## src/rtl/kne_pkg.sv

```systemverilog
// ----------------------------------------------------------------------------
// kne_pkg
// Shared types, constants and the fixed per-key descriptor table of the
// session key negotiation engine.
// ----------------------------------------------------------------------------
`default_nettype none

package kne_pkg;

    localparam int KEY_COUNT    = 23;
    localparam int DEFINED_KEYS = 23;
    localparam int KEY_W        = 5;
    localparam int ADDR_W       = $clog2(KEY_COUNT);
    localparam int VAL_W        = 32;
    localparam int OP_W         = 2;
    localparam int STATUS_W     = 2;
    localparam int KIND_W       = 3;

    localparam logic [OP_W-1:0] OP_CHECK   = 2'd0;
    localparam logic [OP_W-1:0] OP_NEGOT   = 2'd1;
    localparam logic [OP_W-1:0] OP_RESTORE = 2'd2;
    localparam logic [OP_W-1:0] OP_WRITE   = 2'd3;

    localparam logic [STATUS_W-1:0] ST_OK      = 2'd0;
    localparam logic [STATUS_W-1:0] ST_CLAMPED = 2'd1;
    localparam logic [STATUS_W-1:0] ST_BAD_KEY = 2'd2;

    localparam logic [KIND_W-1:0] KIND_OR   = 3'd0;
    localparam logic [KIND_W-1:0] KIND_AND  = 3'd1;
    localparam logic [KIND_W-1:0] KIND_MIN  = 3'd2;
    localparam logic [KIND_W-1:0] KIND_MAX  = 3'd3;
    localparam logic [KIND_W-1:0] KIND_MINZ = 3'd4;
    localparam logic [KIND_W-1:0] KIND_DIG  = 3'd5;
    localparam logic [KIND_W-1:0] KIND_MARK = 3'd6;

    localparam logic [VAL_W-1:0] DIG_NONE = 32'd1;
    localparam logic [VAL_W-1:0] DIG_CRC  = 32'd2;

    localparam logic [VAL_W-1:0] V_SEG_MAX  = 32'd16777215;
    localparam logic [VAL_W-1:0] V_CNT_MAX  = 32'd65535;
    localparam logic [VAL_W-1:0] V_ALL_ONES = 32'hFFFF_FFFF;
    localparam logic [VAL_W-1:0] V_BURST    = 32'd262144;
    localparam logic [VAL_W-1:0] V_FBURST   = 32'd65536;
    localparam logic [VAL_W-1:0] V_SEG_DEF  = 32'd8192;
    localparam logic [VAL_W-1:0] V_TIME_MAX = 32'd3600;
    localparam logic [VAL_W-1:0] V_MARK_DEF = 32'd2048;
    localparam logic [VAL_W-1:0] V_SEG_MIN  = 32'd512;

    typedef struct packed {
        logic [KIND_W-1:0] kind;
        logic [VAL_W-1:0]  def;
        logic [VAL_W-1:0]  lo;
        logic [VAL_W-1:0]  hi;
    } key_desc_t;

    typedef struct packed {
        logic [OP_W-1:0]  op;
        logic             key_ok;
        key_desc_t        desc;
        logic [VAL_W-1:0] stored;
        logic [VAL_W-1:0] offered;
        logic             done;
    } alu_req_t;

    typedef struct packed {
        logic [VAL_W-1:0]    result_value;
        logic [STATUS_W-1:0] status;
        logic                write;
    } alu_res_t;

    function automatic key_desc_t mk_desc(input logic [KIND_W-1:0] kind,
                                          input logic [VAL_W-1:0] def,
                                          input logic [VAL_W-1:0] lo,
                                          input logic [VAL_W-1:0] hi);
        key_desc_t d;
        d.kind = kind;
        d.def  = def;
        d.lo   = lo;
        d.hi   = hi;
        return d;
    endfunction

    function automatic key_desc_t key_desc(input logic [KEY_W-1:0] k);
        key_desc_t d;
        case (k)
            5'd0:    d = mk_desc(KIND_OR,   32'd1,     32'd0,     32'd1);
            5'd1:    d = mk_desc(KIND_AND,  32'd1,     32'd0,     32'd1);
            5'd2:    d = mk_desc(KIND_MIN,  32'd1,     32'd1,     V_CNT_MAX);
            5'd3:    d = mk_desc(KIND_MIN,  V_SEG_DEF, V_SEG_MIN, V_SEG_MAX);
            5'd4:    d = mk_desc(KIND_MIN,  V_SEG_DEF, V_SEG_MIN, V_SEG_MAX);
            5'd5:    d = mk_desc(KIND_MIN,  V_BURST,   V_SEG_MIN, V_SEG_MAX);
            5'd6:    d = mk_desc(KIND_MIN,  V_FBURST,  V_SEG_MIN, V_SEG_MAX);
            5'd7:    d = mk_desc(KIND_MAX,  32'd2,     32'd0,     V_TIME_MAX);
            5'd8:    d = mk_desc(KIND_MIN,  32'd20,    32'd0,     V_TIME_MAX);
            5'd9:    d = mk_desc(KIND_MIN,  32'd1,     32'd1,     V_CNT_MAX);
            5'd10:   d = mk_desc(KIND_OR,   32'd1,     32'd0,     32'd1);
            5'd11:   d = mk_desc(KIND_OR,   32'd1,     32'd0,     32'd1);
            5'd12:   d = mk_desc(KIND_MIN,  32'd0,     32'd0,     32'd2);
            5'd13:   d = mk_desc(KIND_DIG,  32'd1,     32'd1,     32'd3);
            5'd14:   d = mk_desc(KIND_DIG,  32'd1,     32'd1,     32'd3);
            5'd15:   d = mk_desc(KIND_AND,  32'd0,     32'd0,     32'd1);
            5'd16:   d = mk_desc(KIND_AND,  32'd0,     32'd0,     32'd1);
            5'd17:   d = mk_desc(KIND_MARK, V_MARK_DEF, 32'd1,    V_CNT_MAX);
            5'd18:   d = mk_desc(KIND_MARK, V_MARK_DEF, 32'd1,    V_CNT_MAX);
            5'd19:   d = mk_desc(KIND_AND,  32'd0,     32'd0,     32'd1);
            5'd20:   d = mk_desc(KIND_MIN,  V_SEG_DEF, V_SEG_MIN, V_SEG_MAX);
            5'd21:   d = mk_desc(KIND_MIN,  V_SEG_DEF, V_SEG_MIN, V_SEG_MAX);
            5'd22:   d = mk_desc(KIND_MINZ, 32'd0,     32'd2,     V_ALL_ONES);
            default: d = mk_desc(KIND_OR,   32'd0,     32'd0,     32'd0);
        endcase
        return d;
    endfunction

    function automatic logic key_ok(input logic [KEY_W-1:0] k);
        logic [KEY_W:0] kx;
        kx = {1'b0, k};
        return (kx < (KEY_W+1)'(KEY_COUNT)) && (kx < (KEY_W+1)'(DEFINED_KEYS));
    endfunction

endpackage

`default_nettype wire

```

## src/rtl/kne_if.sv

```systemverilog
// ----------------------------------------------------------------------------
// kne_if
// Valid/ready channels of the key negotiation engine: request and response.
// ----------------------------------------------------------------------------
`default_nettype none

interface kne_req_if
    import kne_pkg::*;
    ();
    logic             valid;
    logic             ready;
    logic [OP_W-1:0]  op;
    logic [KEY_W-1:0] key_index;
    logic [VAL_W-1:0] offered_value;
    logic             companion_done;

    modport source (output valid, output op, output key_index,
                    output offered_value, output companion_done, input ready);
    modport sink   (input valid, input op, input key_index,
                    input offered_value, input companion_done, output ready);
endinterface

interface kne_rsp_if
    import kne_pkg::*;
    ();
    logic                valid;
    logic                ready;
    logic [VAL_W-1:0]    result_value;
    logic [STATUS_W-1:0] status;

    modport source (output valid, output result_value, output status, input ready);
    modport sink   (input valid, input result_value, input status, output ready);
endinterface

`default_nettype wire

```

## src/rtl/kne_ram.sv

```systemverilog
// ----------------------------------------------------------------------------
// kne_ram
// Generic single-clock RAM: one write port, one read port, registered read.
// ----------------------------------------------------------------------------
`default_nettype none

module kne_ram #(
    parameter int WIDTH = 32,
    parameter int DEPTH = 32
) (
    input  wire logic                     clk,
    input  wire logic                     we,
    input  wire logic [$clog2(DEPTH)-1:0] waddr,
    input  wire logic [WIDTH-1:0]         wdata,
    input  wire logic                     re,
    input  wire logic [$clog2(DEPTH)-1:0] raddr,
    output      logic [WIDTH-1:0]         rdata
);

    logic [WIDTH-1:0] mem [DEPTH];
    logic [WIDTH-1:0] rdata_reg;

    always_ff @(posedge clk)
    begin
        if (we)
        begin
            mem[waddr] <= wdata;
        end
        if (re)
        begin
            rdata_reg <= mem[raddr];
        end
    end

    assign rdata = rdata_reg;

endmodule

`default_nettype wire

```

## src/rtl/kne_alu.sv

```systemverilog
// ----------------------------------------------------------------------------
// kne_alu
// Range check, combine rules, restore to default and plain write for one
// key: clamps, min/max, OR/AND, digest intersection and marker rule.
// ----------------------------------------------------------------------------
`default_nettype none

module kne_alu
    import kne_pkg::*;
(
    input  wire alu_req_t req,
    output      alu_res_t res
);

    logic [VAL_W-1:0] v;
    logic [VAL_W-1:0] s;
    logic             out_rng;
    logic [VAL_W-1:0] comb_val;
    logic [VAL_W-1:0] chk_val;
    logic             chk_bad;

    assign v = req.offered;
    assign s = req.stored;
    assign out_rng = (v < req.desc.lo) || (v > req.desc.hi);

    always_comb
    begin
        case (req.desc.kind)
            KIND_OR:   comb_val = v | s;
            KIND_AND:  comb_val = v & s;
            KIND_MIN:  comb_val = (v > s) ? s : v;
            KIND_MAX:  comb_val = (s > v) ? s : v;
            KIND_MINZ: comb_val = ((v > s) || (v == '0)) ? s : v;
            KIND_DIG:  comb_val = (v[1] && s[1]) ? DIG_CRC : DIG_NONE;
            default:   comb_val = req.done ? '0 : VAL_W'(1);
        endcase
    end

    always_comb
    begin
        chk_val = v;
        chk_bad = 1'b0;
        case (req.desc.kind)
            KIND_MIN:
            begin
                if (out_rng)
                begin
                    chk_val = req.desc.lo;
                    chk_bad = 1'b1;
                end
            end
            KIND_MAX:
            begin
                if (out_rng)
                begin
                    chk_val = req.desc.hi;
                    chk_bad = 1'b1;
                end
            end
            KIND_MINZ:
            begin
                if (out_rng && (v != '0))
                begin
                    chk_val = req.desc.lo;
                    chk_bad = 1'b1;
                end
            end
            default:
            begin
                chk_val = v;
                chk_bad = 1'b0;
            end
        endcase
    end

    always_comb
    begin
        res.result_value = '0;
        res.status       = ST_BAD_KEY;
        res.write        = 1'b0;
        if (req.key_ok)
        begin
            res.status = ST_OK;
            case (req.op)
                OP_CHECK:
                begin
                    res.result_value = chk_val;
                    res.status       = chk_bad ? ST_CLAMPED : ST_OK;
                end
                OP_NEGOT:
                begin
                    res.result_value = comb_val;
                    res.write        = 1'b1;
                end
                OP_RESTORE:
                begin
                    res.result_value = req.desc.def;
                    res.write        = 1'b1;
                end
                default:
                begin
                    res.result_value = v;
                    res.write        = 1'b1;
                end
            endcase
        end
    end

endmodule

`default_nettype wire

```

## src/rtl/iscsi_key_negotiation_engine_core.sv

```systemverilog
// ----------------------------------------------------------------------------
// iscsi_key_negotiation_engine_core
// Session key table with check, negotiate, restore and write operations.
// ----------------------------------------------------------------------------
//  channel | dir | fields
//  req     | in  | op, key_index, offered_value, companion_done
//  rsp     | out | result_value, status
//
//  Each item runs a table read (registered RAM read), then combine,
//  write back and load of the response register.
//  Reset marks every entry as unwritten; an unwritten entry reads as its
//  key default, so no clearing pass is needed.
//  A held response stalls the combine cycle; the next item is accepted
//  while a finished response waits.
// ----------------------------------------------------------------------------
`default_nettype none

module iscsi_key_negotiation_engine_core
    import kne_pkg::*;
(
    input wire logic clk,
    input wire logic rst_n,
    kne_req_if.sink  req,
    kne_rsp_if.source rsp
);

    localparam logic S_IDLE = 1'b0;
    localparam logic S_EXEC = 1'b1;

    logic                st_reg;
    logic                st_next;
    logic [OP_W-1:0]     op_reg;
    logic [KEY_W-1:0]    key_reg;
    logic [VAL_W-1:0]    val_reg;
    logic                done_reg;
    logic [KEY_COUNT-1:0] vld_reg;
    logic                out_valid_reg;
    logic [VAL_W-1:0]    result_reg;
    logic [STATUS_W-1:0] status_reg;

    logic             accept;
    logic             cur_ok;
    logic             entry_vld;
    logic             out_free;
    logic             fin;
    logic             ram_we;
    logic             ram_re;
    logic [VAL_W-1:0] ram_rdata;
    key_desc_t        desc;
    alu_req_t         alu_req;
    alu_res_t         alu_res;

    assign req.ready = (st_reg == S_IDLE);
    assign accept    = req.valid && req.ready;
    assign ram_re    = accept && key_ok(req.key_index);

    assign cur_ok    = key_ok(key_reg);
    assign desc      = key_desc(key_reg);
    assign entry_vld = cur_ok ? vld_reg[key_reg[ADDR_W-1:0]] : 1'b0;

    assign alu_req.op      = op_reg;
    assign alu_req.key_ok  = cur_ok;
    assign alu_req.desc    = desc;
    assign alu_req.stored  = entry_vld ? ram_rdata : desc.def;
    assign alu_req.offered = val_reg;
    assign alu_req.done    = done_reg;

    assign out_free = !out_valid_reg || rsp.ready;
    assign fin      = (st_reg == S_EXEC) && out_free;
    assign ram_we   = fin && alu_res.write;

    kne_alu u_alu (
        .req (alu_req),
        .res (alu_res)
    );

    kne_ram #(
        .WIDTH (VAL_W),
        .DEPTH (KEY_COUNT)
    ) u_table (
        .clk   (clk),
        .we    (ram_we),
        .waddr (key_reg[ADDR_W-1:0]),
        .wdata (alu_res.result_value),
        .re    (ram_re),
        .raddr (req.key_index[ADDR_W-1:0]),
        .rdata (ram_rdata)
    );

    always_comb
    begin
        st_next = st_reg;
        case (st_reg)
            S_IDLE:
            begin
                if (accept)
                begin
                    st_next = S_EXEC;
                end
            end
            S_EXEC:
            begin
                if (out_free)
                begin
                    st_next = S_IDLE;
                end
            end
            default: st_next = S_IDLE;
        endcase
    end

    always_ff @(posedge clk or negedge rst_n)
    begin
        if (!rst_n)
        begin
            st_reg        <= S_IDLE;
            vld_reg       <= '0;
            out_valid_reg <= 1'b0;
        end
        else
        begin
            st_reg <= st_next;
            if (ram_we)
            begin
                vld_reg[key_reg[ADDR_W-1:0]] <= 1'b1;
            end
            if (fin)
            begin
                out_valid_reg <= 1'b1;
            end
            else if (rsp.ready)
            begin
                out_valid_reg <= 1'b0;
            end
        end
    end

    always_ff @(posedge clk)
    begin
        if (accept)
        begin
            op_reg   <= req.op;
            key_reg  <= req.key_index;
            val_reg  <= req.offered_value;
            done_reg <= req.companion_done;
        end
        if (fin)
        begin
            result_reg <= alu_res.result_value;
            status_reg <= alu_res.status;
        end
    end

    assign rsp.valid        = out_valid_reg;
    assign rsp.result_value = result_reg;
    assign rsp.status       = status_reg;

`ifndef SYNTHESIS
    a_accept_starts: assert property (@(posedge clk) disable iff (!rst_n)
        accept |=> (st_reg == S_EXEC))
        else $error("accepted item did not start execution");

    a_stall_holds: assert property (@(posedge clk) disable iff (!rst_n)
        (st_reg == S_EXEC) && out_valid_reg && !rsp.ready |=> (st_reg == S_EXEC))
        else $error("execution finished while response register was full");

    a_write_on_finish: assert property (@(posedge clk) disable iff (!rst_n)
        ram_we |-> fin && cur_ok)
        else $error("table written outside a finishing valid-key item");

    a_bad_key_no_write: assert property (@(posedge clk) disable iff (!rst_n)
        fin && !cur_ok |=> out_valid_reg && (status_reg == ST_BAD_KEY)
                           && (result_reg == '0))
        else $error("invalid key did not return the error response");

    a_finish_fills: assert property (@(posedge clk) disable iff (!rst_n)
        fin |=> out_valid_reg && (st_reg == S_IDLE))
        else $error("finished item did not load the response register");
`endif

endmodule

`default_nettype wire
```

## src/flat_wrapper.sv

```systemverilog
// flat-port wrapper written by rule: the top's interface ports become plain ports
module iscsi_key_negotiation_engine_core_flat import kne_pkg::*;
  (clk, rst_n, req_valid, req_op, req_key_index, req_offered_value, req_companion_done, req_ready, rsp_valid, rsp_result_value, rsp_status, rsp_ready);
  kne_req_if req_i ();
  kne_rsp_if rsp_i ();
  input wire logic clk;
  input wire logic rst_n;
  input wire logic [$bits(req_i.valid)-1:0] req_valid;
  input wire logic [$bits(req_i.op)-1:0] req_op;
  input wire logic [$bits(req_i.key_index)-1:0] req_key_index;
  input wire logic [$bits(req_i.offered_value)-1:0] req_offered_value;
  input wire logic [$bits(req_i.companion_done)-1:0] req_companion_done;
  output wire logic [$bits(req_i.ready)-1:0] req_ready;
  output wire logic [$bits(rsp_i.valid)-1:0] rsp_valid;
  output wire logic [$bits(rsp_i.result_value)-1:0] rsp_result_value;
  output wire logic [$bits(rsp_i.status)-1:0] rsp_status;
  input wire logic [$bits(rsp_i.ready)-1:0] rsp_ready;
  assign req_i.valid = req_valid;
  assign req_i.op = req_op;
  assign req_i.key_index = req_key_index;
  assign req_i.offered_value = req_offered_value;
  assign req_i.companion_done = req_companion_done;
  assign req_ready = req_i.ready;
  assign rsp_valid = rsp_i.valid;
  assign rsp_result_value = rsp_i.result_value;
  assign rsp_status = rsp_i.status;
  assign rsp_i.ready = rsp_ready;
  iscsi_key_negotiation_engine_core u_core (.clk(clk), .rst_n(rst_n), .req(req_i), .rsp(rsp_i));
endmodule
```

## config.mk

```make
export PLATFORM = sky130hd
export DESIGN_NAME = iscsi_key_negotiation_engine_core_flat
export DESIGN_NICKNAME = d
export VERILOG_FILES = /design/src/rtl/kne_pkg.sv /design/src/rtl/kne_if.sv /design/src/rtl/kne_ram.sv /design/src/rtl/kne_alu.sv /design/src/rtl/iscsi_key_negotiation_engine_core.sv /design/src/flat_wrapper.sv
export SDC_FILE = /design/constraint.sdc
export NUM_CORES = 1
export LEC_CHECK = 0
export BUFFER_PORTS_ARGS = -buffer_cell sky130_fd_sc_hd__buf_2
export CAP_MARGIN = 20
export CORE_UTILIZATION = 55
export CTS_BUF_LIST = sky130_fd_sc_hd__clkbuf_4
export CTS_CLUSTER_DIAMETER = 200
export CTS_CLUSTER_SIZE = 25
export DETAILED_ROUTE_END_ITERATION = 8
export PLACE_DENSITY = 0.69
export SKIP_CTS_REPAIR_TIMING = 1
export SLEW_MARGIN = 20
export SYNTH_ARGS = -nofsm -noshare
export SYNTH_HDL_FRONTEND = slang
export SYNTH_SLANG_ARGS = --single-unit
```

## constraint.sdc

```tcl
create_clock -name clk -period 6.3 [get_ports clk]
set_clock_uncertainty 0.15 [all_clocks]
set_input_delay 0.63 -clock clk [delete_from_list [all_inputs] [get_ports clk]]
set_output_delay 0.63 -clock clk [all_outputs]
set_load 0.02 [all_outputs]
```

Yosys cells after proc, flatten, opt, wreduce, memory -nomap -nowiden
Memory sizes are Yosys's and may differ from the RTL's. A register that Yosys moved wholly into a read port is not among the register bits. Index checks and enable logic that the tools add are counted. Widths: inputs -> output; s select.

Register bits after elaboration: 99. Bits in latches: 0. Bits in writable memories: 736. ROM bits: 1472. Bits of input ports: 44. Memories: 2.

Add/sub/neg operators: 0. Multipliers: 0. Div/mod/pow operators: 0. Magnitude comparators: 8. Eq/ne operators: 7. Shift-type cells: 0. Muxes and demuxes: 32. Bitwise logic cells: 4. Reduce and logical (&&, ||, !) cells: 18.

Memory list: (name not given) (words 32, bits a word 46, rd ports 1, clocked after memory_dff 1, write ports 0, RTL line kne_pkg.sv:85) `case (k)`; u_core.u_table.mem (words 23, bits a word 32, rd ports 1, clocked after memory_dff 1, write ports 1, RTL line kne_ram.sv:20) `logic [WIDTH-1:0] mem [DEPTH];`.

Operators with widths (count): $mux 32 (7); $pmux 32 s3 (2); $pmux 32 s6 (1); $gt 32x32->1 (3); $mux 35 (1); $and 32x32->32 (1); $logic_not 32->1 (1); $lt 32x32->1 (1); $or 32x32->32 (1); $reduce_bool 32->1 (1); $or 23x23->23 (1); $mux 1 (15); $lt 5x5->1 const B (2); $logic_and 1x1->1 (7); $eq 3x2->1 const B (2); $eq 3x3->1 const B (2); $lt 5x6->1 const B (1); $bmux 1 s5 (1); $demux 1 s5 (1); $ge 5x1->1 const B (1); $mux 5 (1); $pmux 1 s2 (2); $eq 3x1->1 const B (1); $logic_not 3->1 (1); other kinds (10) (12).

Depth between registers and ports, before layout
Word-level depth: 13. Depth in mapped cells: 21. Mapped depth without buffers: 18.

Modules after synthesis
Synthesis repeated with hierarchy kept, for this count alone.

Cells, all modules: 2690. Area total of the unflattened synthesis: 40675.3 um^2.

Modules (own cells, without submodules): kne_ram (instances 1, cells each 1299, area each 29255.6 um^2, seq. area each 23062.1 um^2); kne_alu (instances 1, cells each 1081, area each 6846.6 um^2, seq. area each 0.0 um^2); iscsi_key_negotiation_engine_core (instances 1, cells each 310, area each 4573.1 um^2, seq. area each 3208.1 um^2).

Worst setup path after synthesis
OpenSTA, ideal clock, no wires.

Kind: register to register. From: reg u_core.key_reg[4]. To: reg u_core.result_reg[2] (netlist: u_core.rsp.result_value[2]), data pin. Setup time: 0.404 ns. Data arrival time: 5.156 ns. Required time: 5.746 ns. Setup slack: 0.590 ns. Cell stages (with the launch flop): 20. Buffers on the path: 3. Period minus slack after synthesis: 5.710 ns. Cell sequence: edfxtp_1 > clkbuf_1 > or3b_2 > clkbuf_1 > o221ai_1 > o21ai_1 > nand4_2 > buf_2 > nand2_1 > o21ai_0 > inv_1 > ha_1 > nor4_1 > a21boi_0 > o41ai_4 > and3_2 > or2_2 > o2bb2ai_1 > a2111oi_0 > a211oi_1.

RTL lines: start, declared (RTL line iscsi_key_negotiation_engine_core.sv:33) `logic [KEY_W-1:0] key_reg;`; start signal, assigned (RTL line iscsi_key_negotiation_engine_core.sv:143) `key_reg <= req.key_index;`; end signal, assigned (RTL line iscsi_key_negotiation_engine_core.sv:149) `result_reg <= alu_res.result_value;`; end, declared (RTL line iscsi_key_negotiation_engine_core.sv:38) `logic [VAL_W-1:0] result_reg;`.

==> run metrics <==
initial antenna violation count=4; Via density=6.535; nets=2,479; DR vias=20,910; Worst IR Drop VDD=0.1623 mV; Final Worst Setup Slack=201.0 ps; max_cap viols=0; FF-to-FF Start=u_core.key_reg[4]$_DFFE_PP_; Reg2Reg Depth=17; Worst R2R End=u_core.u_table.mem[16][26]$_DFFE_PP_; largest cells by area after synthesis=edfxtp_1 67%, mux4_2 12%, ha_1 4.5%; Placed Cells incl. Taps=3,088; Synth top area share=67.12%; max-slew violations=0; YS warnings=0; status=completed; critical path peak fanout=24; post-synthesis register bit count=885; CTS sink count=885; Hold Fails Final Rpt=0; CTS H-tree depth=2; syn nets=2,333; DR pass1 iterations=6; Total GRT Usage=28.08%; Slew headroom=24.70%; Synth area leader=edfxtp_1; die area=0.06954 sq mm; Crit. Startpoint=u_core.key_reg[4]$_DFFE_PP_; first-pass GRT wire length=140.2 mm; total chip power=0.01345 W; effective utilization at floorplan=55.80%; setup violators final=0; Setup CP Type=flip-flop to flip-flop; mean area per synthesized cell=17.48 sq um; layout cells sized above 1=23.23%; die height=263.7 microns; Least-Margin Pin Slew=1123 ps; Mapped Cells=2,155; Critical Path Start Type=flip-flop; area grow syn2layout=8.875%; unrepaired setup endpoints after global routing=false; clock root buffer=clkbuf_4; asr flop ratio synth=2.825%; Hold WC Path Type=input port to async pin; Site Rows=95; gp weighted congestion=0.9809; Clock transition at path regs=240 ps; Final period util=96.81%; crit path to=u_core.u_table.mem[16][26]$_DFFE_PP_; largest net degree at the start of global routing=75; post-route ant nets=0; CTS tree=yes; clock buffer count from CTS=41; most frequent cells in the layout=842 x edfxtp_1, 194 x mux4_2, 134 x nand2_1, 134 x ha_1, 103 x a21oi_1; dpl ws=8.231 ps; Worst Path Arrival=6610 ps; Synth cell types=81; chip width=263.7 microns; share of the core filled with cells=60.75%; Post-DP HPWL=56.13 mm; grt ovf=0; CTS Buffer Depth=3; LEAKAGE=14.06 nW; PwrDens=328.0 mW/mm^2; DR WL/cell=30.49 microns; Largest Register=u_core.u_table.mem; Largest register FFs=736; CP Data Required Time=6810 ps; port bufs=79; via count of the first global-routing pass=20,640; DR DRC count=0; number of top-level pins=80; Final Non-Filler Cells=3,200; core area=0.06751 sq mm; Worst-Skew Late Latency=940 ps; reg2reg setup slack=200 ps; Initial DRC Count=2,810; final WL=97.56 mm; Post-Synthesis Cell Area=0.03767 sq mm; Final min period=6099 ps; Primary FF master, synth=edfxtp_1; Seq/Total Area, Yosys=69.74%; crit end category=flip-flop; most common cell after layout, fill and taps aside=edfxtp_1; Post-synth EDFFs=842; Max Clk Rate=164.0 MHz
==> cells by family after synthesis <==
logic type      share of synthesized area, %
fa+ha+maj                              4.451
simple gates                           4.295
buf+inv                                2.129
compound gates                         5.544
mux                                    13.84
flops                                  69.74
==> cell type report <==
| type | instances | area (sq um) |
|---|---|---|
| antenna | 2 | 5.005 |
| clock buffer | 63 | 473.0 |
| clock inverter | 4 | 85.08 |
| fill | 4857 | 26500 |
| inverter | 95 | 356.6 |
| multi-input combinational | 1067 | 10960 |
| sequential | 885 | 26270 |
| tap | 873 | 1092 |
| timing repair buffer | 211 | 1775 |
==> routing by layer <==
metal | wire length (microns) | global-route usage [%]
met5 | 0 | 0
met1 | 39390 | 39.98
met2 | 46620 | 45.12
met4 | 2907 | 8.535
met3 | 8650 | 4.428
==> per-stage QoR <==
stage	setup TNS (ps)	hold slack, ps	cell area, sq um
after floorplan	0	184.4	37670
after global placement	0	304.8	39940
after detailed placement	0	302.9	39940
after CTS	-597.5	-559.1	40500
after global routing	0	33.40	41010
final	0	65.01	41010
==> how the worst min path moves through the flow <==
stage	startpoint	endpoint	slack, ps	cells after the start
2_1_floorplan	rst_n	u_core.rsp.valid$_DFFE_PN0P_	180	0
3_3_place_gp	u_core.vld_reg[16]$_DFFE_PN0P_	u_core.vld_reg[16]$_DFFE_PN0P_	300	1
3_5_place_dp	u_core.vld_reg[5]$_DFFE_PN0P_	u_core.vld_reg[5]$_DFFE_PN0P_	300	1
4_1_cts	rst_n	u_core.vld_reg[17]$_DFFE_PN0P_	-560	1
5_1_grt	req_key_index[2]	u_core.key_reg[2]$_DFFE_PP_	30	1
6_report	rst_n	u_core.vld_reg[17]$_DFFE_PN0P_	70	2
==> Yosys cell counts, types with 8 or more instances <==
library cell    n
edfxtp_1      842
mux4_2        194
nand2_1       135
ha_1          134
a21oi_1       103
inv_1          94
nor2_1         93
o21ai_0        82
mux2i_1        80
clkbuf_1       65
buf_1          25
dfrtp_1        25
or2_2          24
o22ai_1        20
a221oi_2       19
dfxtp_1        18
buf_2          17
nand3_1        17
a221oi_1       14
nor4_1         14
nor2b_1        10
o21ai_1        10
nand4_1         9
o32ai_1         8
==> worst max-delay path, stage by stage, from the launching register on <==
cell      delay [ps]
edfxtp_1         570
or3b_2           660
o221ai_1         230
o21ai_1          120
nand4_2          150
buf_12           190
nand2_1          120
ha_1             330
nor4_1           570
nand4_1          420
inv_1            220
o41ai_4          130
a211oi_2         410
o21ai_1          150
nand2_1          360
buf_4            380
a221oi_2         130
o22ai_4          500
==> power breakdown <==
group	total [W]	switching (W)	internal, W
clock	0.00216	0.00162	0.000539
sequential	0.00775	0.000313	0.00744
combinational	0.00354	0.00236	0.00118
total	0.0135	0.00429	0.00916
No activity file was read; power rests on OpenSTA's default activity.
